<file path="src/sv/sfq_pkg.sv">
`timescale 1ns / 1ps
// ============================================================================
// sfq_pkg: shared types and constants for the fair queue scheduler
// Register indexes, request kinds, hash constants and the command and status
// bundles that pass between controller and datapath.
// ============================================================================
package sfq_pkg;

    // Default sizing
    localparam int MAX_BUCKETS_DEF = 64;
    localparam int COUNT_WIDTH_DEF = 12;

    // Hash: 32-bit key folded modulo 2^20 - 1
    localparam int          HASH_W   = 32;
    localparam int          DIV_W    = 20;
    localparam logic [20:0] HASH_MOD = 21'((2 << 19) - 1);

    // Configuration port
    localparam int         CFG_ADDR_W       = 1;
    localparam logic [0:0] REG_QUEUE_LIMIT  = 1'b0;
    localparam logic [0:0] REG_BUCKET_COUNT = 1'b1;

    localparam int LIMIT_RST  = 40;
    localparam int BCOUNT_RST = 16;
    localparam int SHARE_RST  = LIMIT_RST / BCOUNT_RST;

    // Request kinds carried on tuser
    localparam logic REQ_ENQ = 1'b0;
    localparam logic REQ_DEQ = 1'b1;

    // Controller to datapath
    typedef struct packed {
        logic accept;      // latch a new request
        logic clear_wr;    // write zero to the depth store, advance sweep
        logic hash_a;      // mix the key
        logic div_start;   // launch the divider
        logic div_share;   // divider operand: queue limit instead of hash
        logic share_load;  // capture fair share from the quotient
        logic enq_rd;      // read depth of the hashed bucket
        logic enq_upd;     // admission decision and update
        logic deq_rd;      // read depth of the ring head bucket
        logic deq_upd;     // serve the head bucket
        logic out_load;    // move the result into the output register
    } sfq_cmd_t;

    // Datapath to controller
    typedef struct packed {
        logic clear_last;  // sweep is at the final entry
        logic div_busy;
        logic ring_empty;
        logic out_free;    // output register can take a result this cycle
    } sfq_status_t;

endpackage

</file>
<file path="src/sv/sfq_ram.sv">
`timescale 1ns / 1ps
// ============================================================================
// sfq_ram: generic single-write, single-read memory
// One write port and one read port; read data is registered.
// ============================================================================
module sfq_ram #(
    parameter int WIDTH = 8,
    parameter int DEPTH = 64
) (
    input  logic                                  clk,
    input  logic                                  we,
    input  logic [(DEPTH > 1 ? $clog2(DEPTH) : 1)-1:0] waddr,
    input  logic [WIDTH-1:0]                      wdata,
    input  logic [(DEPTH > 1 ? $clog2(DEPTH) : 1)-1:0] raddr,
    output logic [WIDTH-1:0]                      rdata
);

    logic [WIDTH-1:0] mem [DEPTH];

    always_ff @(posedge clk)
    begin
        if (we)
        begin
            mem[waddr] <= wdata;
        end
        rdata <= mem[raddr];
    end

endmodule

</file>
<file path="src/sv/sfq_div.sv">
`timescale 1ns / 1ps
// ============================================================================
// sfq_div: restoring divider, one quotient bit per cycle
// Divides a DIV_W-bit dividend by a narrow divisor; busy while the step counter runs.
// ============================================================================
module sfq_div #(
    parameter int DIVS_W = 7
) (
    input  logic                     clk,
    input  logic                     rst_n,
    input  logic                     start,
    input  logic [sfq_pkg::DIV_W-1:0] dividend,
    input  logic [DIVS_W-1:0]        divisor,
    output logic                     busy,
    output logic [sfq_pkg::DIV_W-1:0] quotient,
    output logic [DIVS_W-1:0]        remainder
);

    localparam int DW    = sfq_pkg::DIV_W;
    localparam int CNT_W = $clog2(DW + 1);

    logic [CNT_W-1:0]  cnt_reg;
    logic [DW-1:0]     quo_reg;
    logic [DIVS_W-1:0] rem_reg;
    logic [DIVS_W-1:0] dsr_reg;
    logic [DIVS_W:0]   trial;
    logic              fits;

    assign trial = {rem_reg, quo_reg[DW-1]};
    assign fits  = (trial >= {1'b0, dsr_reg});

    // Step counter
    always_ff @(posedge clk or negedge rst_n)
    begin
        if (!rst_n)
        begin
            cnt_reg <= '0;
        end
        else if (start)
        begin
            cnt_reg <= CNT_W'(DW);
        end
        else if (cnt_reg != '0)
        begin
            cnt_reg <= cnt_reg - 1'b1;
        end
    end

    // Shift dividend out, quotient in
    always_ff @(posedge clk)
    begin
        if (start)
        begin
            quo_reg <= dividend;
            rem_reg <= '0;
            dsr_reg <= divisor;
        end
        else if (cnt_reg != '0)
        begin
            quo_reg <= {quo_reg[DW-2:0], fits};
            rem_reg <= fits ? DIVS_W'(trial - {1'b0, dsr_reg}) : trial[DIVS_W-1:0];
        end
    end

    assign busy      = (cnt_reg != '0);
    assign quotient  = quo_reg;
    assign remainder = rem_reg;

endmodule

</file>
<file path="src/sv/sfq_dp.sv">
`timescale 1ns / 1ps
// ============================================================================
// sfq_dp: scheduler datapath
// Hash, admission, depth and ring stores, ring pointers and result register.
// ============================================================================
module sfq_dp #(
    parameter int MAX_BUCKETS = sfq_pkg::MAX_BUCKETS_DEF,
    parameter int COUNT_WIDTH = sfq_pkg::COUNT_WIDTH_DEF,
    localparam int BIDX_W = (MAX_BUCKETS > 1) ? $clog2(MAX_BUCKETS) : 1,
    localparam int BCNT_W = $clog2(MAX_BUCKETS + 1),
    localparam int CFG_W  = (COUNT_WIDTH > BCNT_W) ? COUNT_WIDTH : BCNT_W
) (
    input  logic                          clk,
    input  logic                          rst_n,
    input  sfq_pkg::sfq_cmd_t             cmd,
    output sfq_pkg::sfq_status_t          status,
    input  logic [sfq_pkg::HASH_W-1:0]    src_addr,
    input  logic [sfq_pkg::HASH_W-1:0]    dst_addr,
    input  logic                          cfg_we,
    input  logic [sfq_pkg::CFG_ADDR_W-1:0] cfg_addr,
    input  logic [CFG_W-1:0]              cfg_wdata,
    input  logic                          m_ready,
    output logic                          m_valid,
    output logic                          ok,
    output logic [BIDX_W-1:0]             bucket_index,
    output logic [COUNT_WIDTH-1:0]        total_queued
);

    localparam int HW = sfq_pkg::HASH_W;
    localparam int DW = sfq_pkg::DIV_W;
    localparam int AW = CFG_W + 1;
    localparam logic [BCNT_W:0] MAX_L = (BCNT_W + 1)'(MAX_BUCKETS);

    // Configuration and scheduler state
    logic [COUNT_WIDTH-1:0] limit_reg;
    logic [BCNT_W-1:0]      bcount_reg;
    logic [COUNT_WIDTH-1:0] share_reg;
    logic [COUNT_WIDTH-1:0] occ_reg;
    logic [BIDX_W-1:0]      head_reg;
    logic [BCNT_W-1:0]      rcount_reg;
    logic [BIDX_W-1:0]      clr_reg;

    // Request working registers
    logic [HW-1:0]          k_reg;
    logic [HW-1:0]          h_reg;
    logic signed [AW-1:0]   left_reg;
    logic [BIDX_W-1:0]      bkt_reg;
    logic                   res_ok_reg;
    logic [BIDX_W-1:0]      res_idx_reg;

    // Output register
    logic                   out_valid_reg;
    logic                   out_ok_reg;
    logic [BIDX_W-1:0]      out_idx_reg;
    logic [COUNT_WIDTH-1:0] out_tot_reg;

    logic [BCNT_W-1:0]      eff;
    logic [DW:0]            fold_sum;
    logic [DW-1:0]          fold;
    logic [DW-1:0]          div_dividend;
    logic                   div_busy;
    logic [DW-1:0]          div_quo;
    logic [BCNT_W-1:0]      div_rem;

    logic [COUNT_WIDTH-1:0] depth_rdata;
    logic [BIDX_W-1:0]      depth_raddr;
    logic [BIDX_W-1:0]      depth_waddr;
    logic [COUNT_WIDTH-1:0] depth_wdata;
    logic                   depth_we;
    logic [BIDX_W-1:0]      ring_rdata;
    logic [BIDX_W-1:0]      ring_wdata;
    logic                   ring_we;
    logic [BCNT_W:0]        tail_sum;
    logic [BIDX_W-1:0]      tail;
    logic [BIDX_W-1:0]      head_inc;

    logic signed [AW-1:0]   used_s;
    logic signed [AW-1:0]   eff_s;
    logic signed [AW-1:0]   share_s;
    logic                   drop;
    logic                   admit;
    logic [COUNT_WIDTH-1:0] used_inc;
    logic [COUNT_WIDTH-1:0] depth_dec;

    // Bucket count clamped to 1 .. MAX_BUCKETS
    always_comb
    begin
        if (bcount_reg == '0)
        begin
            eff = BCNT_W'(1);
        end
        else if (bcount_reg > BCNT_W'(MAX_BUCKETS))
        begin
            eff = BCNT_W'(MAX_BUCKETS);
        end
        else
        begin
            eff = bcount_reg;
        end
    end

    // Fold the mixed key modulo 2^20 - 1: high part adds back onto low part
    assign fold_sum = {1'b0, h_reg[DW-1:0]} + (DW + 1)'(h_reg[HW-1:DW]);
    assign fold     = (fold_sum >= sfq_pkg::HASH_MOD)
                    ? DW'(fold_sum - sfq_pkg::HASH_MOD) : fold_sum[DW-1:0];

    assign div_dividend = cmd.div_share ? DW'(limit_reg) : fold;

    sfq_div #(
        .DIVS_W (BCNT_W)
    ) u_div (
        .clk       (clk),
        .rst_n     (rst_n),
        .start     (cmd.div_start),
        .dividend  (div_dividend),
        .divisor   (eff),
        .busy      (div_busy),
        .quotient  (div_quo),
        .remainder (div_rem)
    );

    // Admission rules
    assign used_s   = $signed(AW'(depth_rdata));
    assign eff_s    = $signed(AW'(eff));
    assign share_s  = $signed(AW'(share_reg));
    assign drop     = (left_reg <= 0) || (used_s >= (left_reg >>> 1))
                   || ((left_reg < eff_s) && (used_s > share_s));
    assign admit    = !drop;
    assign used_inc = depth_rdata + 1'b1;
    assign depth_dec = (depth_rdata != '0) ? depth_rdata - 1'b1 : depth_rdata;

    // Ring tail and head advance
    assign tail_sum = (BCNT_W + 1)'(head_reg) + (BCNT_W + 1)'(rcount_reg);
    assign tail     = (tail_sum >= MAX_L) ? BIDX_W'(tail_sum - MAX_L)
                                          : tail_sum[BIDX_W-1:0];
    assign head_inc = (head_reg == BIDX_W'(MAX_BUCKETS - 1)) ? '0 : head_reg + 1'b1;

    // Depth store ports
    assign depth_raddr = cmd.deq_rd ? ring_rdata : div_rem[BIDX_W-1:0];

    always_comb
    begin
        depth_we    = 1'b0;
        depth_waddr = bkt_reg;
        depth_wdata = used_inc;
        if (cmd.clear_wr)
        begin
            depth_we    = 1'b1;
            depth_waddr = clr_reg;
            depth_wdata = '0;
        end
        else if (cmd.enq_upd)
        begin
            depth_we = admit;
        end
        else if (cmd.deq_upd)
        begin
            depth_we    = 1'b1;
            depth_wdata = depth_dec;
        end
    end

    // Ring store ports: append on first packet, rotate a bucket that stays busy
    always_comb
    begin
        ring_wdata = bkt_reg;
        ring_we    = 1'b0;
        if (cmd.enq_upd)
        begin
            ring_we = admit && (depth_rdata == '0)
                   && (rcount_reg < BCNT_W'(MAX_BUCKETS));
        end
        else if (cmd.deq_upd)
        begin
            ring_we = (depth_dec != '0);
        end
    end

    sfq_ram #(
        .WIDTH (COUNT_WIDTH),
        .DEPTH (MAX_BUCKETS)
    ) u_depth_ram (
        .clk   (clk),
        .we    (depth_we),
        .waddr (depth_waddr),
        .wdata (depth_wdata),
        .raddr (depth_raddr),
        .rdata (depth_rdata)
    );

    sfq_ram #(
        .WIDTH (BIDX_W),
        .DEPTH (MAX_BUCKETS)
    ) u_ring_ram (
        .clk   (clk),
        .we    (ring_we),
        .waddr (tail),
        .wdata (ring_wdata),
        .raddr (head_reg),
        .rdata (ring_rdata)
    );

    // Control state
    always_ff @(posedge clk or negedge rst_n)
    begin
        if (!rst_n)
        begin
            limit_reg     <= COUNT_WIDTH'(sfq_pkg::LIMIT_RST);
            bcount_reg    <= BCNT_W'(sfq_pkg::BCOUNT_RST);
            share_reg     <= COUNT_WIDTH'(sfq_pkg::SHARE_RST);
            occ_reg       <= '0;
            head_reg      <= '0;
            rcount_reg    <= '0;
            clr_reg       <= '0;
            out_valid_reg <= 1'b0;
        end
        else
        begin
            if (cfg_we && (cfg_addr == sfq_pkg::REG_QUEUE_LIMIT))
            begin
                limit_reg <= cfg_wdata[COUNT_WIDTH-1:0];
            end
            if (cfg_we && (cfg_addr == sfq_pkg::REG_BUCKET_COUNT))
            begin
                bcount_reg <= cfg_wdata[BCNT_W-1:0];
            end
            if (cmd.share_load)
            begin
                share_reg <= div_quo[COUNT_WIDTH-1:0];
            end
            if (cmd.clear_wr)
            begin
                clr_reg <= clr_reg + 1'b1;
            end
            if (cmd.enq_upd && admit)
            begin
                occ_reg <= occ_reg + 1'b1;
                if (ring_we)
                begin
                    rcount_reg <= rcount_reg + 1'b1;
                end
            end
            if (cmd.deq_upd)
            begin
                if (occ_reg != '0)
                begin
                    occ_reg <= occ_reg - 1'b1;
                end
                if (depth_dec == '0)
                begin
                    rcount_reg <= rcount_reg - 1'b1;
                end
                head_reg <= head_inc;
            end
            if (cmd.out_load)
            begin
                out_valid_reg <= 1'b1;
            end
            else if (m_ready)
            begin
                out_valid_reg <= 1'b0;
            end
        end
    end

    // Request payload
    always_ff @(posedge clk)
    begin
        if (cmd.accept)
        begin
            k_reg       <= src_addr + dst_addr;
            left_reg    <= $signed(AW'(limit_reg)) - $signed(AW'(occ_reg));
            res_ok_reg  <= 1'b0;
            res_idx_reg <= '0;
        end
        if (cmd.hash_a)
        begin
            h_reg <= k_reg + (k_reg >> 8) + ~(k_reg >> 4);
        end
        if (cmd.enq_rd)
        begin
            bkt_reg <= div_rem[BIDX_W-1:0];
        end
        if (cmd.deq_rd)
        begin
            bkt_reg <= ring_rdata;
        end
        if (cmd.enq_upd)
        begin
            res_ok_reg  <= admit;
            res_idx_reg <= bkt_reg;
        end
        if (cmd.deq_upd)
        begin
            res_ok_reg  <= 1'b1;
            res_idx_reg <= bkt_reg;
        end
        if (cmd.out_load)
        begin
            out_ok_reg  <= res_ok_reg;
            out_idx_reg <= res_idx_reg;
            out_tot_reg <= occ_reg;
        end
    end

    assign status.clear_last = (clr_reg == BIDX_W'(MAX_BUCKETS - 1));
    assign status.div_busy   = div_busy;
    assign status.ring_empty = (rcount_reg == '0);
    assign status.out_free   = !out_valid_reg || m_ready;

    assign m_valid      = out_valid_reg;
    assign ok           = out_ok_reg;
    assign bucket_index = out_idx_reg;
    assign total_queued = out_tot_reg;

    // Ring never holds more buckets than exist
    a_ring_bound: assert property (@(posedge clk) disable iff (!rst_n)
        rcount_reg <= BCNT_W'(MAX_BUCKETS))
        else $error("ring count beyond bucket count");

    // Occupancy moves by at most one packet per cycle
    a_occ_step: assert property (@(posedge clk) disable iff (!rst_n)
        (occ_reg == $past(occ_reg))
        || (occ_reg == COUNT_WIDTH'($past(occ_reg) + 1'b1))
        || (occ_reg == COUNT_WIDTH'($past(occ_reg) - 1'b1)))
        else $error("occupancy jumped");

    // A result never overwrites one still waiting downstream
    a_out_free: assert property (@(posedge clk) disable iff (!rst_n)
        cmd.out_load |-> (!out_valid_reg || m_ready))
        else $error("result register overwritten");

    // Hash path never relaunches the divider mid-run
    a_div_idle: assert property (@(posedge clk) disable iff (!rst_n)
        (cmd.div_start && !cmd.div_share) |-> !div_busy)
        else $error("divider restarted while busy");

endmodule

</file>
<file path="src/sv/sfq_ctrl.sv">
`timescale 1ns / 1ps
// ============================================================================
// sfq_ctrl: scheduler controller
// Sequences reset sweep, fair share updates, enqueue and dequeue requests.
// ============================================================================
module sfq_ctrl (
    input  logic                 clk,
    input  logic                 rst_n,
    input  logic                 s_valid,
    input  logic                 req_type,
    input  logic                 cfg_we,
    input  sfq_pkg::sfq_status_t status,
    output logic                 s_ready,
    output sfq_pkg::sfq_cmd_t    cmd
);

    typedef enum logic [11:0] {
        S_CLEAR      = 12'b0000_0000_0001,
        S_SHARE_GO   = 12'b0000_0000_0010,
        S_SHARE_WAIT = 12'b0000_0000_0100,
        S_IDLE       = 12'b0000_0000_1000,
        S_HASH_A     = 12'b0000_0001_0000,
        S_HASH_B     = 12'b0000_0010_0000,
        S_DIV        = 12'b0000_0100_0000,
        S_ENQ_RD     = 12'b0000_1000_0000,
        S_ENQ_UPD    = 12'b0001_0000_0000,
        S_DEQ_RD     = 12'b0010_0000_0000,
        S_DEQ_UPD    = 12'b0100_0000_0000,
        S_RESULT     = 12'b1000_0000_0000
    } state_t;

    state_t state_reg;
    state_t state_next;
    logic   accept;

    assign s_ready = (state_reg == S_IDLE) && !cfg_we;
    assign accept  = s_ready && s_valid;

    always_comb
    begin
        state_next = state_reg;
        cmd        = '0;
        cmd.accept = accept;
        case (state_reg)
            S_CLEAR:
            begin
                cmd.clear_wr = 1'b1;
                if (status.clear_last)
                begin
                    state_next = S_SHARE_GO;
                end
            end
            S_SHARE_GO:
            begin
                cmd.div_start = !cfg_we;
                cmd.div_share = 1'b1;
                if (!cfg_we)
                begin
                    state_next = S_SHARE_WAIT;
                end
            end
            S_SHARE_WAIT:
            begin
                cmd.div_share = 1'b1;
                if (cfg_we)
                begin
                    state_next = S_SHARE_GO;
                end
                else if (!status.div_busy)
                begin
                    cmd.share_load = 1'b1;
                    state_next     = S_IDLE;
                end
            end
            S_IDLE:
            begin
                if (cfg_we)
                begin
                    state_next = S_SHARE_GO;
                end
                else if (accept)
                begin
                    if (req_type == sfq_pkg::REQ_ENQ)
                    begin
                        state_next = S_HASH_A;
                    end
                    else if (status.ring_empty)
                    begin
                        state_next = S_RESULT;
                    end
                    else
                    begin
                        state_next = S_DEQ_RD;
                    end
                end
            end
            S_HASH_A:
            begin
                cmd.hash_a = 1'b1;
                state_next = S_HASH_B;
            end
            S_HASH_B:
            begin
                cmd.div_start = 1'b1;
                state_next    = S_DIV;
            end
            S_DIV:
            begin
                if (!status.div_busy)
                begin
                    state_next = S_ENQ_RD;
                end
            end
            S_ENQ_RD:
            begin
                cmd.enq_rd = 1'b1;
                state_next = S_ENQ_UPD;
            end
            S_ENQ_UPD:
            begin
                cmd.enq_upd = 1'b1;
                state_next  = S_RESULT;
            end
            S_DEQ_RD:
            begin
                cmd.deq_rd = 1'b1;
                state_next = S_DEQ_UPD;
            end
            S_DEQ_UPD:
            begin
                cmd.deq_upd = 1'b1;
                state_next  = S_RESULT;
            end
            S_RESULT:
            begin
                if (status.out_free)
                begin
                    cmd.out_load = 1'b1;
                    state_next   = S_IDLE;
                end
            end
            default:
            begin
                state_next = S_CLEAR;
            end
        endcase
    end

    always_ff @(posedge clk or negedge rst_n)
    begin
        if (!rst_n)
        begin
            state_reg <= S_CLEAR;
        end
        else
        begin
            state_reg <= state_next;
        end
    end

    // Requests are only taken from idle
    a_accept_idle: assert property (@(posedge clk) disable iff (!rst_n)
        accept |=> (state_reg == S_HASH_A || state_reg == S_DEQ_RD
                    || state_reg == S_RESULT))
        else $error("accepted request did not start");

    // Every served request delivers a result before the next is taken
    a_result_idle: assert property (@(posedge clk) disable iff (!rst_n)
        cmd.out_load |=> (state_reg == S_IDLE || state_reg == S_SHARE_GO))
        else $error("result load left controller busy");

    // The sweep runs straight into the fair share update
    a_clear_share: assert property (@(posedge clk) disable iff (!rst_n)
        (state_reg == S_CLEAR && status.clear_last) |=> (state_reg == S_SHARE_GO))
        else $error("clear sweep did not hand over");

endmodule

</file>
<file path="src/sv/stochastic_fair_queue_scheduler.sv">
`timescale 1ns / 1ps
// ============================================================================
// stochastic_fair_queue_scheduler: admission and round-robin core of SFQ
// Hashes flows to buckets, admits or drops enqueues, serves active buckets.
// ============================================================================
// Usage:
//   s_axis carries one request: tuser is the kind (0 enqueue, 1 dequeue),
//   tdata the source and destination addresses used for hashing.
//   m_axis returns one result per request: served/admitted flag, bucket
//   index and the packet total after the operation. Packet storage is
//   kept outside; only bucket indices come back.
//   cfg_we/cfg_addr/cfg_wdata write queue_limit (0) or bucket_count (1);
//   write only while no request is in flight. Each write recomputes the
//   fair share on the shared divider, with tready low meanwhile.
//   Steps: an enqueue runs the key mix, the bit-serial remainder by the
//   bucket count, the depth read, the admission update and the result;
//   a dequeue the ring read, the depth read and update and the result,
//   an empty one only the result; a new request waits for the result load.
//   Reset: the bucket depth store is swept to zero, one entry a cycle,
//   then the fair share is computed; tready stays low through both.
//   Stall: a result waits in the output register; the next request is
//   still accepted and its result is held back until the register frees.
// ============================================================================
module stochastic_fair_queue_scheduler #(
    parameter int MAX_BUCKETS = sfq_pkg::MAX_BUCKETS_DEF,
    parameter int COUNT_WIDTH = sfq_pkg::COUNT_WIDTH_DEF,
    localparam int BIDX_W = (MAX_BUCKETS > 1) ? $clog2(MAX_BUCKETS) : 1,
    localparam int BCNT_W = $clog2(MAX_BUCKETS + 1),
    localparam int CFG_W  = (COUNT_WIDTH > BCNT_W) ? COUNT_WIDTH : BCNT_W,
    localparam int OUT_W  = ((1 + BIDX_W + COUNT_WIDTH + 7) / 8) * 8
) (
    input  logic                           clk,
    input  logic                           rst_n,
    // Request channel
    input  logic                           s_axis_tvalid,
    output logic                           s_axis_tready,
    input  logic [2*sfq_pkg::HASH_W-1:0]   s_axis_tdata,  // src_addr, dst_addr
    input  logic                           s_axis_tuser,  // req_type
    // Result channel
    output logic                           m_axis_tvalid,
    input  logic                           m_axis_tready,
    output logic [OUT_W-1:0]               m_axis_tdata,  // ok, bucket_index, total_queued
    // Configuration
    input  logic                           cfg_we,
    input  logic [sfq_pkg::CFG_ADDR_W-1:0] cfg_addr,
    input  logic [CFG_W-1:0]               cfg_wdata
);

    localparam int HW = sfq_pkg::HASH_W;

    sfq_pkg::sfq_cmd_t      cmd;
    sfq_pkg::sfq_status_t   status;
    logic                   ok;
    logic [BIDX_W-1:0]      bucket_index;
    logic [COUNT_WIDTH-1:0] total_queued;

    // Sequencing: sweep, share update, request steps
    sfq_ctrl u_ctrl (
        .clk      (clk),
        .rst_n    (rst_n),
        .s_valid  (s_axis_tvalid),
        .req_type (s_axis_tuser),
        .cfg_we   (cfg_we),
        .status   (status),
        .s_ready  (s_axis_tready),
        .cmd      (cmd)
    );

    // Hash, admission, stores and result register
    sfq_dp #(
        .MAX_BUCKETS (MAX_BUCKETS),
        .COUNT_WIDTH (COUNT_WIDTH)
    ) u_dp (
        .clk          (clk),
        .rst_n        (rst_n),
        .cmd          (cmd),
        .status       (status),
        .src_addr     (s_axis_tdata[HW-1:0]),
        .dst_addr     (s_axis_tdata[2*HW-1:HW]),
        .cfg_we       (cfg_we),
        .cfg_addr     (cfg_addr),
        .cfg_wdata    (cfg_wdata),
        .m_ready      (m_axis_tready),
        .m_valid      (m_axis_tvalid),
        .ok           (ok),
        .bucket_index (bucket_index),
        .total_queued (total_queued)
    );

    // Pack result fields from the lowest bit up, zero-fill to whole bytes
    assign m_axis_tdata = OUT_W'({total_queued, bucket_index, ok});

endmodule
</file>
<file path="config.mk">
export PLATFORM = sky130hd
export DESIGN_NAME = stochastic_fair_queue_scheduler
export DESIGN_NICKNAME = d
export VERILOG_FILES = /design/src/sv/sfq_pkg.sv /design/src/sv/sfq_ram.sv /design/src/sv/sfq_div.sv /design/src/sv/sfq_dp.sv /design/src/sv/sfq_ctrl.sv /design/src/sv/stochastic_fair_queue_scheduler.sv
export SDC_FILE = /design/constraint.sdc
export NUM_CORES = 2
export LEC_CHECK = 0
export BUFFER_PORTS_ARGS = -buffer_cell sky130_fd_sc_hd__buf_2
export CAP_MARGIN = 20
export CORE_ASPECT_RATIO = 1.5
export CORE_MARGIN = 5
export CORE_UTILIZATION = 57
export CTS_CLUSTER_SIZE = 14
export DETAILED_ROUTE_END_ITERATION = 7
export GPL_ROUTABILITY_DRIVEN = 1
export HOLD_SLACK_MARGIN = 0.1
export PLACE_DENSITY = 0.76
export SETUP_SLACK_MARGIN = 0.4
export SYNTH_ARGS = -nofsm -noshare
export SYNTH_HDL_FRONTEND = slang
export SYNTH_SLANG_ARGS = --single-unit
</file>
<file path="constraint.sdc">
create_clock -name clk -period 6.05 [get_ports clk]
set_clock_uncertainty 0.2 [all_clocks]
set_input_delay 1.21 -clock clk [delete_from_list [all_inputs] [get_ports clk]]
set_output_delay 1.21 -clock clk [all_outputs]
set_load 0.005 [all_outputs]
</file>
==> flow_summary_export.csv <==
group,metric,value,unit
run_status,status,"completed",
routing,vias_per_cell,6.21,
critical_path,critPathArrivalTime,5.21,ns
synth,synth.top_cells.by_area,"edfxtp_1, mux4_2, nand2_1",
power,power.share.sequential,44.6,%
placement,place_congestion,0.916,
critical_path,start_kind,"register",
clock_network,cts_root_buffer,"clkbuf_16",
critical_path,path_class,"register to register",
cells_and_area,multiInputGateArea,19000,um^2
critical_path,path_cells,"nor3_2, nand4_1, nor3b_2, buf_4, mux2i_4, inv_8, buf_4, nand2_1, a31oi_1, nand3_1, o311ai_1, a22oi_1, o221ai_1",
power,ir_drop,0.436,mV
power,switchingPower,9.51,mW
critical_path,cpMaxStageDelayCell,"a22oi_1",
power,switching_share,34.4,%
routing,wirelength,147000,um
floorplanning,die_h,413,um
sta,slew_viol_final,0,
floorplanning,die_w,278,um
sta,finalHoldViolCount,0,
synth,synth_edf_count,1287,
clock_network,ctsHoldBuffers,0,
placement,dp_cells,6008,
synth,syn_avg_cell_area,13.5,um^2
clock_network,post-cts-setup-buffers,0,
critical_path,crit_cells,13,
critical_path,slowest_delay,0.63,ns
routing,drtIter0Drc,4411,
synth,yosysTopAreaCell,"edfxtp_1",
synth,syn_area,61600,um^2
grt,grt_pass1_wl,224000,um
grt,antenna_found_initial,3,
routing,dr.pass1.iters,6,
clock_network,clk_latency,0.76,ns
sta,setup_tns,0,ns
power,intPower,18.1,mW
power,total_power,27.6,mW
synth,ys_types,91,
critical_path,critPathTopFamily,"compound AO/OA/AOI/OAI gates",
cells_and_area,drive_gt1_share,12.5,%
floorplanning,core_area,107000,um^2
routing,drc,0,
floorplanning,die-area,115000,um^2
routing,routed-via-count,38600,
sta,min_period,4.96,ns
floorplanning,num_io_pins,109,
cells_and_area,fin_cells,6222,
sta,setup_viol,0,
sta,max-slew-margin-rel,23.1,%
cells_and_area,layout.nets,4975,
cells_and_area,stdcell_area,68000,um^2
floorplanning,initial_core_util,57.4,%
critical_path,cp_max_fo,125,
power,leakagePower,24.0,nW
critical_path,worstSetupEndpointType,"register",
grt,grt_overflow_total,0,
power,p_clk_share,26.3,%
critical_path,cpMostUsedCell,"buf_4",
clock_network,cts_buffers,121,
critical_path,crit_required,6.30,ns
grt,grt_pass1_vias,38400,
grt,grt.total_usage,25.1,%
placement,placed_cell_area,64300,um^2
sta,fmax,202,MHz
synth,synth_top_area_share,62.7,%
clock_network,path_clk_slew,0.07,ns
cells_and_area,largest_register,"u_dp.u_depth_ram.mem",
sta,grt_setup_unrepaired,"false",
placement,post-dp-hpwl,95500,um
placement,portBuffers,103,
synth,async_flop_share,5.74,%
hold_path,min_path_cells,0,
synth,ys_warn_count,0,
synth,ys.flop_type,"edfxtp_1",
critical_path,reg2reg_depth,13,
cells_and_area,largest_reg_flops,768,
cells_and_area,area_delta_synth_final,10.5,%
clock_network,ctsResizeCount,0,
clock_network,htreeDepth,3,
cells_and_area,fillers,7595,
clock_network,cts_num_sinks,1393,
synth,synthCells,4564,
sta,fin_crit_sh,81.9,%
flow_run,cap_violations,0,
clock_network,cts.path.max_buffers,3,
sta,worst_pin_slew,1.15,ns
critical_path,worst-path-buf-inv,3,
floorplanning,rows,147,
synth,synth_seq_cells,1393,
synth,ys_seq_area_share,66.8,%
routing,wire_per_inst,23.6,um
clock_network,cts_tree,"done",
hold_path,min_path_type,"register to register",
cells_and_area,reg.largest.list,"u_dp.u_depth_ram.mem x768, u_dp.u_ring_ram.mem x384",
sta,setup_slack,1.09,ns
grt,grt_max_degree,126,
placement,pre_cts_ws,1.26,ns
power,power_frac_comb,29.1,%
power,pwr_density_cell,406,nW/um^2
routing,antenna_left,0,
cells_and_area,area.sequential,41200,um^2
==> metal layers <==
layer	share of wire [%]	track usage [%]
met5	0	0
met4	4.3	10.0
met3	7.8	3.38
met2	52	44.6
met1	36	31.5
==> power groups by stage <==
stage	Clock [mW]	Combinational [mW]	Sequential, mW
2_1_floorplan	0	4.87	12.4
3_3_place_gp	0	7.67	12.5
3_5_place_dp	0	7.86	12.5
4_1_cts	7.35	7.90	12.3
5_1_grt	7.76	8.59	12.4
6_report	7.27	8.03	12.3
==> cell usage in the layout (no fill, tap or decap), types with 16 or more instances in the layout <==
master / count
a31oi_1: 104
nand3b_1: 16
dfrtp_1: 72
dfxtp_1: 26
mux4_2: 126
nor3_1: 37
xor2_1: 41
o311ai_1: 20
o21ai_0: 98
nand2b_1: 19
buf_4: 128
a211oi_1: 23
fa_1: 30
nor2b_1: 29
mux2_2: 19
ha_1: 145
clkbuf_1: 34
a22o_1: 22
clkbuf_16: 124
and3_1: 45
buf_2: 102
a22oi_1: 39
edfxtp_1: 1287
nand4_1: 35
inv_1: 184
nand3_1: 146
a21o_1: 28
clkinv_1: 20
nand2_1: 739
a21boi_0: 30
xnor2_1: 87
o21a_1: 26
a21oi_1: 330
mux2i_1: 62
nor2_1: 245
==> synthesized netlist by cell type (28+ instances only) <==
library cell,instances
a21boi_0,30
a21o_1,28
a21oi_1,332
a22oi_1,39
a31oi_1,104
and3_1,45
buf_2,46
clkbuf_1,134
dfrtp_1,75
edfxtp_1,1287
fa_1,30
ha_1,145
inv_1,185
mux2i_1,62
mux4_2,126
nand2_1,740
nand3_1,146
nand4_1,35
nor2_1,253
nor2b_1,30
nor3_1,37
o21ai_0,101
xnor2_1,87
xor2_1,41
==> metrics by stage <==
step / utilization [%] / hold slack, ns
floorplan: - / 0.200
global placement: 60.0 / 0.210
detailed placement: 60.0 / 0.205
CTS: 63.4 / 0.168
global route: 63.5 / 0.167
finish: 63.5 / 0.163
==> final timing paths <==
check                                                     start                                end  slack, ns
worst max-delay path            u_ctrl.state_reg[3]$_DFFE_PN0P_  u_dp.u_depth_ram.rdata[3]$_DFF_P_       1.09
worst min-delay path              u_dp.res_idx_reg[3]$_DFFE_PP_     u_dp.bucket_index[3]$_DFFE_PP_       0.16
worst max register to register  u_ctrl.state_reg[3]$_DFFE_PN0P_  u_dp.u_depth_ram.rdata[3]$_DFF_P_       1.09
worst min register to register    u_dp.res_idx_reg[3]$_DFFE_PP_     u_dp.bucket_index[3]$_DFFE_PP_       0.16
max in group asynchronous                                 rst_n      u_dp.limit_reg[5]$_DFFE_PN1P_       4.36
min in group asynchronous                                 rst_n          u_dp.occ_reg[9]$_DFF_PN0_       0.33
==> cell families after synthesis <==
kind of cell | Yosys count | synth area share [%]
adder cells (fa/ha/maj) | 175 | 3.92
AND/OR/NAND/NOR | 1411 | 10.2
buffers and inverters | 401 | 2.61
XOR/XNOR | 128 | 1.82
multiplexers | 209 | 6.01
AO/OA/AOI/OAI | 846 | 8.61
flip-flops | 1393 | 66.8
other | 1 | 0.00609
==> area by class of cell <==
type	count	area share, %
diodes	2	0.00735
clock buffers	164	4.87
clock inverters	47	0.555
inverters	188	1.05
multi-input cells	2774	28.0
flip-flops and latches	1393	60.5
well taps	1415	2.60
repair buffers	239	2.42
==> worst register-to-register path, delay by kind of cell (launching register included) <==
| kind | cells | cell delay, ns |
|---|---|---|
| mux | 1 | 0.40 |
| flops | 1 | 0.43 |
| compound gates | 4 | 1.35 |
| buf+inv | 3 | 1.19 |
| simple gates | 5 | 1.15 |
Power figures use the tool's default switching activity.
